==> src/sespc_pkg.sv <==
// Shared types, constants and constant tables of the shelf EQ and peak compressor.
package sespc_pkg;

  localparam int MUL_W    = 33;
  localparam int ACC_W    = 68;
  localparam int LOG_FRAC = 16;
  localparam int COEF_W   = 28;
  localparam int CFG_W    = 28;
  localparam int CFG_IDX_W = 3;

  localparam logic [CFG_IDX_W-1:0] REG_B0  = 3'd0;
  localparam logic [CFG_IDX_W-1:0] REG_B1  = 3'd1;
  localparam logic [CFG_IDX_W-1:0] REG_B2  = 3'd2;
  localparam logic [CFG_IDX_W-1:0] REG_A1  = 3'd3;
  localparam logic [CFG_IDX_W-1:0] REG_A2  = 3'd4;
  localparam logic [CFG_IDX_W-1:0] REG_ATK = 3'd5;
  localparam logic [CFG_IDX_W-1:0] REG_REL = 3'd6;
  localparam logic [CFG_IDX_W-1:0] REG_THR = 3'd7;

  typedef struct packed {
    logic start;
    logic clr;
    logic neg;
  } mac_req_t;

  // Makeup gain in Q3.24 for 0..12 dB
  localparam logic [26:0] MAKEUP_TBL [13] = '{
    27'd16777216, 27'd18824346, 27'd21121264, 27'd23698447, 27'd26590095,
    27'd29834578, 27'd33474947, 27'd37559508, 27'd42142461, 27'd47284619,
    27'd53054215, 27'd59527809, 27'd66791300
  };

  // Factor 2^-(2^-k) in Q1.30, by repeated truncated square roots from 0.5
  function automatic logic [29:0] exp_factor(input int k);
    logic [63:0] c;
    logic [63:0] v;
    logic [63:0] r;
    logic [63:0] bm;
    c = 64'd1 << 29;
    for (int j = 0; j < k; j++) begin
      v  = c << 30;
      r  = 64'd0;
      bm = 64'd1 << 62;
      for (int i = 0; i < 32; i++) begin
        if (v >= r + bm) begin
          v = v - (r + bm);
          r = (r >> 1) + bm;
        end else begin
          r = r >> 1;
        end
        bm = bm >> 2;
      end
      c = r;
    end
    return c[29:0];
  endfunction

  localparam logic [29:0] EXP_C [16] = '{
    exp_factor(1),  exp_factor(2),  exp_factor(3),  exp_factor(4),
    exp_factor(5),  exp_factor(6),  exp_factor(7),  exp_factor(8),
    exp_factor(9),  exp_factor(10), exp_factor(11), exp_factor(12),
    exp_factor(13), exp_factor(14), exp_factor(15), exp_factor(16)
  };

endpackage

==> src/sespc_mac.sv <==
// Bit-serial signed multiply-accumulate unit, one multiplier bit per cycle.
module sespc_mac import sespc_pkg::*; (
  input  logic                    clk_i,
  input  logic                    rst_ni,
  input  mac_req_t                req_i,
  input  logic signed [MUL_W-1:0] a_i,
  input  logic signed [MUL_W-1:0] b_i,
  output logic signed [ACC_W-1:0] acc_o,
  output logic                    done_o
);

  localparam int CNT_W = $clog2(MUL_W);

  logic signed [ACC_W-1:0] acc_q, mcand_q;
  logic [MUL_W-1:0]        mplier_q;
  logic [CNT_W-1:0]        cnt_q;
  logic                    busy_q, neg_q, done_q;
  logic                    last, sub;

  assign last = (cnt_q == CNT_W'(MUL_W - 1));
  // top multiplier bit carries negative weight
  assign sub  = last ^ neg_q;

  always_ff @(posedge clk_i or negedge rst_ni) begin
    if (!rst_ni) begin
      busy_q <= 1'b0;
      done_q <= 1'b0;
      cnt_q  <= '0;
      neg_q  <= 1'b0;
    end else begin
      done_q <= busy_q && last;
      if (req_i.start) begin
        busy_q <= 1'b1;
        cnt_q  <= '0;
        neg_q  <= req_i.neg;
      end else if (busy_q) begin
        cnt_q <= cnt_q + CNT_W'(1);
        if (last) busy_q <= 1'b0;
      end
    end
  end

  always_ff @(posedge clk_i) begin
    if (req_i.start) begin
      mcand_q  <= ACC_W'(a_i);
      mplier_q <= b_i;
      if (req_i.clr) acc_q <= '0;
    end else if (busy_q) begin
      if (mplier_q[0]) acc_q <= sub ? acc_q - mcand_q : acc_q + mcand_q;
      mcand_q  <= mcand_q <<< 1;
      mplier_q <= mplier_q >> 1;
    end
  end

  assign acc_o  = acc_q;
  assign done_o = done_q;

endmodule

==> src/shelf_eq_stereo_peak_compressor_unit.sv <==
// Stereo low-shelf biquad with linked peak compressor, top level and sequencer.
// Work per stereo pair: 14 to 47 products on the one bit-serial MAC, plus the serial
//   normalizer, divider and gain shifter.
// Throughput: one pair at a time; the next pair is taken once the result is in the
//   output register. Reset clears the filter history, envelope and output valid, and loads the configuration defaults.
module shelf_eq_stereo_peak_compressor_unit import sespc_pkg::*; #(
  parameter int SAMPLE_WIDTH = 24,
  parameter int RATIO        = 4,
  parameter int MAKEUP_DB    = 2
) (
  input  logic                 clk_i,
  input  logic                 rst_ni,
  input  logic                 s_axis_tvalid,
  output logic                 s_axis_tready,
  // left_in, right_in
  input  logic [((2*SAMPLE_WIDTH+7)/8)*8-1:0] s_axis_tdata,
  output logic                 m_axis_tvalid,
  input  logic                 m_axis_tready,
  // left_out, right_out
  output logic [((2*SAMPLE_WIDTH+7)/8)*8-1:0] m_axis_tdata,
  input  logic                 cfg_we_i,
  input  logic [CFG_IDX_W-1:0] cfg_idx_i,
  input  logic [CFG_W-1:0]     cfg_data_i
);

  localparam int TDATA_W = ((2*SAMPLE_WIDTH+7)/8)*8;
  localparam int SW      = SAMPLE_WIDTH;
  localparam int RATIO_C = (RATIO < 1) ? 1 : RATIO;
  localparam int MK_C    = (MAKEUP_DB < 0) ? 0 : ((MAKEUP_DB > 12) ? 12 : MAKEUP_DB);
  localparam int OVER_W  = 24;
  localparam int NUM_W   = OVER_W + $clog2(RATIO_C);
  localparam int DCNT_W  = $clog2(NUM_W);
  localparam int REM_W   = $clog2(RATIO_C) + 2;
  localparam logic [26:0] MAKEUP = MAKEUP_TBL[MK_C];
  localparam logic signed [ACC_W-1:0] RND  = ACC_W'(64'd8388608);
  localparam logic signed [ACC_W-1:0] SMAX = ACC_W'((64'd1 << (SW-1)) - 64'd1);
  localparam logic signed [ACC_W-1:0] SMIN = ~SMAX;
  localparam logic signed [7:0] EXP_OFF = 8'(SW-1);

  localparam logic [3:0] S_IDLE  = 4'd0;
  localparam logic [3:0] S_BQ    = 4'd1;
  localparam logic [3:0] S_ENV1  = 4'd2;
  localparam logic [3:0] S_ENV2  = 4'd3;
  localparam logic [3:0] S_NORM  = 4'd4;
  localparam logic [3:0] S_LOG   = 4'd5;
  localparam logic [3:0] S_CMP   = 4'd6;
  localparam logic [3:0] S_DIV   = 4'd7;
  localparam logic [3:0] S_EXP   = 4'd8;
  localparam logic [3:0] S_SHIFT = 4'd9;
  localparam logic [3:0] S_GAIN  = 4'd10;
  localparam logic [3:0] S_OUTL  = 4'd11;
  localparam logic [3:0] S_OUTR  = 4'd12;
  localparam logic [3:0] S_DONE  = 4'd13;

  function automatic logic signed [SW-1:0] sat_rnd(input logic signed [ACC_W-1:0] a);
    logic signed [ACC_W-1:0] t;
    t = (a + RND) >>> 24;
    if (t > SMAX) t = SMAX;
    else if (t < SMIN) t = SMIN;
    return t[SW-1:0];
  endfunction

  // configuration
  logic signed [COEF_W-1:0] b0_q, b1_q, b2_q, a1_q, a2_q;
  logic [23:0]              atk_q, rel_q;
  logic signed [15:0]       thr_q;

  always_ff @(posedge clk_i or negedge rst_ni) begin
    if (!rst_ni) begin
      b0_q  <= COEF_W'(28'd16777216);
      b1_q  <= '0;
      b2_q  <= '0;
      a1_q  <= '0;
      a2_q  <= '0;
      atk_q <= '0;
      rel_q <= '0;
      thr_q <= -16'sd4096;
    end else if (cfg_we_i) begin
      case (cfg_idx_i)
        REG_B0:  b0_q  <= cfg_data_i;
        REG_B1:  b1_q  <= cfg_data_i;
        REG_B2:  b2_q  <= cfg_data_i;
        REG_A1:  a1_q  <= cfg_data_i;
        REG_A2:  a2_q  <= cfg_data_i;
        REG_ATK: atk_q <= cfg_data_i[23:0];
        REG_REL: rel_q <= cfg_data_i[23:0];
        REG_THR: thr_q <= cfg_data_i[15:0];
        default: ;
      endcase
    end
  end

  // datapath state
  logic [3:0]               state_q;
  logic                     issued_q, ch_q;
  logic [2:0]               term_q;
  logic signed [31:0]       xl_q, xr_q;
  logic signed [31:0]       hl_q [4];
  logic signed [31:0]       hr_q [4];
  logic signed [SW-1:0]     yl_q, yr_q, ol_q, or_q;
  logic [31:0]              env_q, nv_q;
  logic [4:0]               p_q;
  logic [30:0]              m_q, g_q;
  logic [15:0]              frac_q;
  logic [4:0]               k_q, sh_q;
  logic [NUM_W-1:0]         num_q;
  logic [REM_W-1:0]         rem_q;
  logic [DCNT_W-1:0]        dcnt_q;
  logic [26:0]              gain_q;
  logic                     m_valid_q;
  logic [TDATA_W-1:0]       m_data_q;

  mac_req_t                 mac_req;
  logic signed [MUL_W-1:0]  mac_a, mac_b;
  logic signed [ACC_W-1:0]  mac_acc;
  logic                     mac_done;

  sespc_mac u_mac (
    .clk_i  (clk_i),
    .rst_ni (rst_ni),
    .req_i  (mac_req),
    .a_i    (mac_a),
    .b_i    (mac_b),
    .acc_o  (mac_acc),
    .done_o (mac_done)
  );

  logic signed [31:0]       yl32, yr32, bq_x;
  logic [31:0]              ayl, ayr, peak;
  logic [23:0]              csel;
  logic signed [ACC_W-1:0]  env_sum;
  logic [31:0]              env_new, sq;
  logic signed [7:0]        pint;
  logic signed [23:0]       lv, th;
  logic [OVER_W-1:0]        over;
  logic [REM_W-1:0]         rem_sh;
  logic                     rem_ge, fbit;
  logic [NUM_W-17:0]        ip;
  logic signed [SW-1:0]     ybq;

  always_comb begin
    yl32    = 32'(yl_q);
    yr32    = 32'(yr_q);
    ayl     = yl_q[SW-1] ? 32'(-yl32) : 32'(yl32);
    ayr     = yr_q[SW-1] ? 32'(-yr32) : 32'(yr32);
    peak    = (ayl > ayr) ? ayl : ayr;
    csel    = (peak > env_q) ? atk_q : rel_q;
    env_sum = mac_acc + RND;
    env_new = env_sum[55:24];
    sq      = mac_acc[61:30];
    pint    = $signed({3'b000, p_q}) - EXP_OFF;
    lv      = {pint, frac_q};
    th      = {{2{thr_q[15]}}, thr_q, 6'b000000};
    over    = OVER_W'(lv - th);
    rem_sh  = {rem_q[REM_W-2:0], num_q[NUM_W-1]};
    rem_ge  = (rem_sh >= REM_W'(RATIO_C));
    fbit    = num_q[4'(5'd16 - k_q)];
    ip      = num_q[NUM_W-1:16];
    ybq     = sat_rnd(mac_acc);
    bq_x    = ch_q ? xr_q : xl_q;
  end

  // operand selection for the shared MAC
  always_comb begin
    mac_req   = '0;
    mac_a     = '0;
    mac_b     = '0;
    mac_req.start = !issued_q;
    case (state_q)
      S_BQ: begin
        mac_req.clr = (term_q == 3'd0);
        mac_req.neg = (term_q >= 3'd3);
        case (term_q)
          3'd0: begin mac_a = MUL_W'(b0_q); mac_b = MUL_W'(bq_x); end
          3'd1: begin
            mac_a = MUL_W'(b1_q);
            mac_b = MUL_W'(ch_q ? hr_q[0] : hl_q[0]);
          end
          3'd2: begin
            mac_a = MUL_W'(b2_q);
            mac_b = MUL_W'(ch_q ? hr_q[1] : hl_q[1]);
          end
          3'd3: begin
            mac_a = MUL_W'(a1_q);
            mac_b = MUL_W'(ch_q ? hr_q[2] : hl_q[2]);
          end
          default: begin
            mac_a = MUL_W'(a2_q);
            mac_b = MUL_W'(ch_q ? hr_q[3] : hl_q[3]);
          end
        endcase
      end
      S_ENV1: begin
        mac_req.clr = 1'b1;
        mac_a = MUL_W'(csel);
        mac_b = MUL_W'(env_q);
      end
      S_ENV2: begin
        mac_a = MUL_W'(25'h1000000 - {1'b0, csel});
        mac_b = MUL_W'(peak);
      end
      S_LOG: begin
        mac_req.clr = 1'b1;
        mac_a = MUL_W'(m_q);
        mac_b = MUL_W'(m_q);
      end
      S_EXP: begin
        mac_req.clr   = 1'b1;
        mac_req.start = !issued_q && fbit && (k_q != 5'd17);
        mac_a = MUL_W'(g_q);
        mac_b = MUL_W'(EXP_C[4'(k_q - 5'd1)]);
      end
      S_GAIN: begin
        mac_req.clr = 1'b1;
        mac_a = MUL_W'(MAKEUP);
        mac_b = MUL_W'(g_q);
      end
      S_OUTL: begin
        mac_req.clr = 1'b1;
        mac_a = MUL_W'(yl_q);
        mac_b = MUL_W'(gain_q);
      end
      S_OUTR: begin
        mac_req.clr = 1'b1;
        mac_a = MUL_W'(yr_q);
        mac_b = MUL_W'(gain_q);
      end
      default: mac_req.start = 1'b0;
    endcase
  end

  always_ff @(posedge clk_i or negedge rst_ni) begin
    if (!rst_ni) begin
      state_q   <= S_IDLE;
      issued_q  <= 1'b0;
      ch_q      <= 1'b0;
      term_q    <= '0;
      m_valid_q <= 1'b0;
      env_q     <= '0;
      for (int i = 0; i < 4; i++) begin
        hl_q[i] <= '0;
        hr_q[i] <= '0;
      end
    end else begin
      if (m_valid_q && m_axis_tready && (state_q != S_DONE)) m_valid_q <= 1'b0;
      if (mac_req.start) issued_q <= 1'b1;
      case (state_q)
        S_IDLE: begin
          if (s_axis_tvalid) begin
            xl_q    <= 32'($signed(s_axis_tdata[SW-1:0]));
            xr_q    <= 32'($signed(s_axis_tdata[2*SW-1:SW]));
            ch_q    <= 1'b0;
            term_q  <= '0;
            state_q <= S_BQ;
          end
        end
        S_BQ: begin
          if (mac_done) begin
            issued_q <= 1'b0;
            if (term_q != 3'd4) begin
              term_q <= term_q + 3'd1;
            end else if (!ch_q) begin
              yl_q    <= ybq;
              hl_q[1] <= hl_q[0];
              hl_q[0] <= xl_q;
              hl_q[3] <= hl_q[2];
              hl_q[2] <= 32'(ybq);
              ch_q    <= 1'b1;
              term_q  <= '0;
            end else begin
              yr_q    <= ybq;
              hr_q[1] <= hr_q[0];
              hr_q[0] <= xr_q;
              hr_q[3] <= hr_q[2];
              hr_q[2] <= 32'(ybq);
              state_q <= S_ENV1;
            end
          end
        end
        S_ENV1: begin
          if (mac_done) begin
            issued_q <= 1'b0;
            state_q  <= S_ENV2;
          end
        end
        S_ENV2: begin
          if (mac_done) begin
            issued_q <= 1'b0;
            env_q    <= env_new;
            nv_q     <= env_new;
            p_q      <= 5'd31;
            if (env_new == 32'd0) begin
              gain_q  <= MAKEUP;
              state_q <= S_OUTL;
            end else begin
              state_q <= S_NORM;
            end
          end
        end
        S_NORM: begin
          // shift up until the leading one reaches the top bit
          if (nv_q[31]) begin
            m_q     <= nv_q[31:1];
            frac_q  <= '0;
            k_q     <= '0;
            state_q <= S_LOG;
          end else begin
            nv_q <= nv_q << 1;
            p_q  <= p_q - 5'd1;
          end
        end
        S_LOG: begin
          if (mac_done) begin
            issued_q <= 1'b0;
            frac_q   <= {frac_q[14:0], sq[31]};
            m_q      <= sq[31] ? sq[31:1] : sq[30:0];
            k_q      <= k_q + 5'd1;
            if (k_q == 5'd15) state_q <= S_CMP;
          end
        end
        S_CMP: begin
          if (lv > th) begin
            num_q   <= NUM_W'(over) * NUM_W'(RATIO_C - 1);
            rem_q   <= '0;
            dcnt_q  <= '0;
            state_q <= S_DIV;
          end else begin
            gain_q  <= MAKEUP;
            state_q <= S_OUTL;
          end
        end
        S_DIV: begin
          // restoring division by the ratio, one quotient bit per cycle
          rem_q  <= rem_ge ? rem_sh - REM_W'(RATIO_C) : rem_sh;
          num_q  <= {num_q[NUM_W-2:0], rem_ge};
          dcnt_q <= dcnt_q + DCNT_W'(1);
          if (dcnt_q == DCNT_W'(NUM_W - 1)) begin
            k_q     <= 5'd1;
            g_q     <= 31'h40000000;
            state_q <= S_EXP;
          end
        end
        S_EXP: begin
          if (k_q == 5'd17) begin
            issued_q <= 1'b0;
            if (ip >= (NUM_W-16)'(31)) begin
              g_q  <= '0;
              sh_q <= '0;
            end else begin
              sh_q <= ip[4:0];
            end
            state_q <= S_SHIFT;
          end else if (!fbit) begin
            k_q <= k_q + 5'd1;
          end else if (mac_done) begin
            issued_q <= 1'b0;
            g_q      <= mac_acc[60:30];
            k_q      <= k_q + 5'd1;
          end
        end
        S_SHIFT: begin
          if (sh_q == 5'd0) begin
            state_q <= S_GAIN;
          end else begin
            g_q  <= g_q >> 1;
            sh_q <= sh_q - 5'd1;
          end
        end
        S_GAIN: begin
          if (mac_done) begin
            issued_q <= 1'b0;
            gain_q   <= mac_acc[56:30];
            state_q  <= S_OUTL;
          end
        end
        S_OUTL: begin
          if (mac_done) begin
            issued_q <= 1'b0;
            ol_q     <= ybq;
            state_q  <= S_OUTR;
          end
        end
        S_OUTR: begin
          if (mac_done) begin
            issued_q <= 1'b0;
            or_q     <= ybq;
            state_q  <= S_DONE;
          end
        end
        S_DONE: begin
          // hold until the output register is free
          if (!m_valid_q || m_axis_tready) begin
            m_valid_q <= 1'b1;
            m_data_q  <= TDATA_W'({or_q, ol_q});
            state_q   <= S_IDLE;
          end
        end
        default: state_q <= S_IDLE;
      endcase
    end
  end

  assign s_axis_tready = (state_q == S_IDLE);
  assign m_axis_tvalid = m_valid_q;
  assign m_axis_tdata  = m_data_q;

endmodule

==> config.mk <==
export PLATFORM = sky130hd
export DESIGN_NAME = shelf_eq_stereo_peak_compressor_unit
export DESIGN_NICKNAME = d
export VERILOG_FILES = /design/src/sespc_pkg.sv /design/src/sespc_mac.sv /design/src/shelf_eq_stereo_peak_compressor_unit.sv
export SDC_FILE = /design/constraint.sdc
export NUM_CORES = 2
export LEC_CHECK = 0
export ABC_CLOCK_PERIOD_IN_PS = 13170
export BUFFER_PORTS_ARGS = -buffer_cell sky130_fd_sc_hd__buf_2
export CAP_MARGIN = 10
export CORE_MARGIN = 1.5
export CORE_UTILIZATION = 50
export DETAILED_ROUTE_END_ITERATION = 16
export PLACE_DENSITY = 0.65
export SETUP_SLACK_MARGIN = 0.02
export SKIP_CTS_REPAIR_TIMING = 1
export SYNTH_ARGS = -nofsm -noshare
export SYNTH_HDL_FRONTEND = slang
export SYNTH_SLANG_ARGS = --single-unit
export TNS_END_PERCENT = 100
==> constraint.sdc <==
create_clock -name clk_i -period 13.17 [get_ports clk_i]
set_input_delay 3.951 -clock clk_i [delete_from_list [all_inputs] [get_ports clk_i]]
set_output_delay 3.951 -clock clk_i [all_outputs]
set_load 0.02 [all_outputs]
==> summary.txt <==
Floorplan
  – Ports: around 130
  – Num rows: 122
  – Initial Util: around half
  – Core Region: 110000 um2
  – Die area: roughly 110000 um2
  – Die X-Extent: between 300 and 400 um
  – Die Ht: 336 um

Global route
  – Overflow after GRT: 0
  – GRT Overall Usage: 31.0%
  – Largest net degree at the start of global routing: between 150 and 200
  – First-pass GRT wire length: 266 mm
  – Initial antenna violation count: 7
  – Number of global-route vias before repair: ~42000

Clocking
  – TritonCTS Sinks: approximately 1000
  – Worst-skew pair later-pin latency: about 0.72 ns
  – CTS tree: done
  – # H-tree levels: 3
  – Clk root buf: clkbuf_16
  – Clock-pin slew on the worst setup and hold paths: 0.06 ns
  – Clock Tree Buf Depth: 3
  – Num CTS Buffers: 108

Drt
  – Antenna Nets Post-Route: 0
  – Via/cell ratio: between 6 and 7
  – Drt pass-1 iters: 10
  – DR WL/cell: roughly 25 um
  – DRC: 0
  – Via count: about 44000
  – Initial DRC count: slightly above 5000
  – WL final: ~180 mm

Critical path
  – Critical Path Source: yl_q[0]$_DFFE_PP_
  – CP max-delay cell: o211ai_1
  – Max Fanout on Critical Path: 27
  – CP startpoint kind: flip-flop
  – Critical path's largest stage delay: ~0.96 ns
  – Worst Path Arrival: approximately 11 ns
  – Critical path class: reg -> reg
  – Worst r2r src: yl_q[0]$_DFFE_PP_
  – Cell mode on critical path: ha_1
  – CP endpoint kind: flip-flop
  – Worst Path Required: about 14 ns

STA
  – Min cycle time layout: 10.46 ns
  – Slew Limit Fails: 0
  – Slew @ Worst Pin: ~1.3 ns
  – Fin. Hold Viols: 0
  – Total negative slack: 0 ns
  – Final Setup Violations: 0
  – RSZ-0062 raised after global routing: false
  – F_max: 95.6 MHz
  – Fin crit share: ~79%
  – Worst Skew: approximately 0.063 ns
  – Max-slew headroom: 10.8%

Yosys
  – Post-synth ARST share: between 40% and 50%
  – Post-synthesis sequential area ratio: around half
  – Post-synth top cells: nand2_1, edfxtp_1, dfrtp_1
  – Avg Cell Area, Syn: about 10 um2
  – Most common cell in the netlist: nand2_1
  – Cell taking the most area after synthesis: edfxtp_1
  – Synth unique cells: between 90 and 100
  – Mapped Cells: about 5400
  – Dominant synthesized flop cell: edfxtp_1
  – Area share of the largest cell type after synthesis: between 20% and 30%
  – Largest cells by area after synthesis: edfxtp_1, dfrtp_1, mux2_2
  – Synth warn: 0
  – Post-Syn Area: approximately 55000 um2
  – Flops & latches, synth: approximately 1000
  – Number of synthesized flops with an enable pin: about 550

Power and ir drop
  – LEAKAGE: roughly 25 nW
  – Power Density: 234 nW/um2
  – Maximum vdd drop: 0.181 mV

Cells and area
  – Share of cells above drive strength 1: 14.8%
  – Area growth from synthesis to final layout: 10.9%
  – Filler Cells Inserted: between 9000 and 10000
  – Final Net Count: 5712
  – Post-route cell area: slightly above 60000 um2

Hold path
  – Hold WC Path Type: reg -> reg
  – Hold wc startpoint: or_q[17]$_DFFE_PP_

Run
  – Max Cap Violations: 0

Status
  – Run status: complete, no violations

Placement
  – Post-DP Area: between 50000 and 60000 um2
  – Port Buffers: ~130
  – Detail Placement HPWL: approximately 120 mm
  – Gpl congestion: just over 1
==> worst max-delay path, delay by kind of cell, from the launching register on <==
family	cells	cell delay, ns
adder cells (fa/ha/maj)	4	1.18
AND/OR/NAND/NOR	11	3.75
buffers and inverters	2	0.48
XOR/XNOR	1	0.23
multiplexers	3	1.04
AO/OA/AOI/OAI	12	3.14
flip-flops	1	0.43
==> worst paths after layout <==
path	to	slack, ns	cells past startpoint
worst min-delay path	m_axis_tdata[41]$_DFFE_PP_	0.41	0
min in group asynchronous	hr_q[77]$_DFFE_PN0P_	3.16	1
max in group asynchronous	atk_q[10]$_DFFE_PN0P_	7.29	4
worst max-delay path	u_mac.mcand_q[18]$_DFFE_PP_	2.71	33
worst min register to register	m_axis_tdata[41]$_DFFE_PP_	0.41	0
worst max register to register	u_mac.mcand_q[18]$_DFFE_PP_	2.71	33
==> logic make-up after synthesis <==
| kind of cell | count (synthesis) | synth area share (%) |
|---|---|---|
| flops | 994 | 49.8 |
| xor+xnor | 265 | 4.18 |
| mux | 412 | 8.27 |
| fa+ha+maj | 201 | 4.57 |
| compound gates | 1316 | 15.5 |
| buf+inv | 470 | 3.28 |
| simple gates | 1727 | 14.3 |
| other cells | 2 | 0.0135 |
==> registers in the layout (all words and copies together) (netlist names), 28 cells and up <==
name and cells:
hl_q 96, hr_q 96, u_mac.acc_o 68, u_mac.mcand_q 68, m_axis_tdata 48, u_mac.mplier_q 33
env_q 32, nv_q 32, g_q 31, m_q 31, a1_q 28, a2_q 28
b0_q 28, b1_q 28, b2_q 28
==> stage by stage <==
step                      power [mW]  hold slack (ns)  utilization (%)  setup WS (ns)  cells
final                           14.4            0.414             55.7           2.71   7009
after detailed placement        11.1            0.405             52.4           2.94   6804
after global placement          11.1            0.400             52.4           3.10   6804
after floorplan                 9.00            0.400                -           3.83   5409
after global routing            15.1            0.423             55.7           2.34   7009
after CTS                       14.3            0.417             55.7           2.86   7007
==> placed cells by master, fill, tap and decap left out, drive strengths merged, types with 21 or more instances in the layout <==
| master | synthesis | final |
|---|---|---|
| nand2 | 764 | 764 |
| a31oi | 38 | 38 |
| xnor2 | 125 | 125 |
| clkinv | 1 | 31 |
| nand3 | 116 | 116 |
| buf | 59 | 234 |
| a21oi | 337 | 337 |
| a22oi | 139 | 139 |
| nand2b | 30 | 30 |
| and3 | 55 | 55 |
| o211ai | 31 | 31 |
| nor2 | 371 | 371 |
| conb | 2 | 24 |
| ha | 198 | 198 |
| mux2i | 95 | 95 |
| mux2 | 311 | 311 |
| or3 | 41 | 41 |
| edfxtp | 547 | 547 |
| o31ai | 42 | 42 |
| nor4 | 22 | 22 |
| and2 | 22 | 22 |
| nor2b | 28 | 28 |
| a211oi | 21 | 21 |
| clkbuf | 267 | 155 |
| o22a | 43 | 43 |
| nand3b | 39 | 39 |
| a22o | 22 | 22 |
| inv | 143 | 148 |
| a222oi | 47 | 47 |
| xor2 | 140 | 140 |
| nand4 | 62 | 62 |
| dfrtp | 442 | 442 |
| o21ai | 296 | 296 |
| o21a | 77 | 77 |
| nor3 | 103 | 103 |
| a21o | 69 | 69 |
==> area by class of cell <==
class                      instances  area [um2]  share of cell area (%)
tap                             1488        1860                    3.03
timing repair buffer             234        1460                    2.37
inverter                         144         541                   0.879
sequential                       994       27600                    44.9
antenna                            1        2.50                 0.00407
clock inverter                    48         571                   0.928
clock buffer                     155        3140                    5.11
multi-input combinational       3945       26300                    42.8
==> power breakdown <==
group,internal [mW],switching (mW),leakage [nW]
Clock,1.82,1.33,1.81
Combinational,2.29,4.08,12.2
Sequential,4.23,0.666,11.0
Total,8.35,6.07,24.9
==> metal layers <==
metal	routed length, um	share of wire (%)	global-route usage, %
met5	38	0.022	0
met4	10300	5.9	15.8
met3	16400	9.3	6.18
met2	77100	44	47.0
met1	72400	41	42.1
No activity file was read; power rests on OpenSTA's default activity.
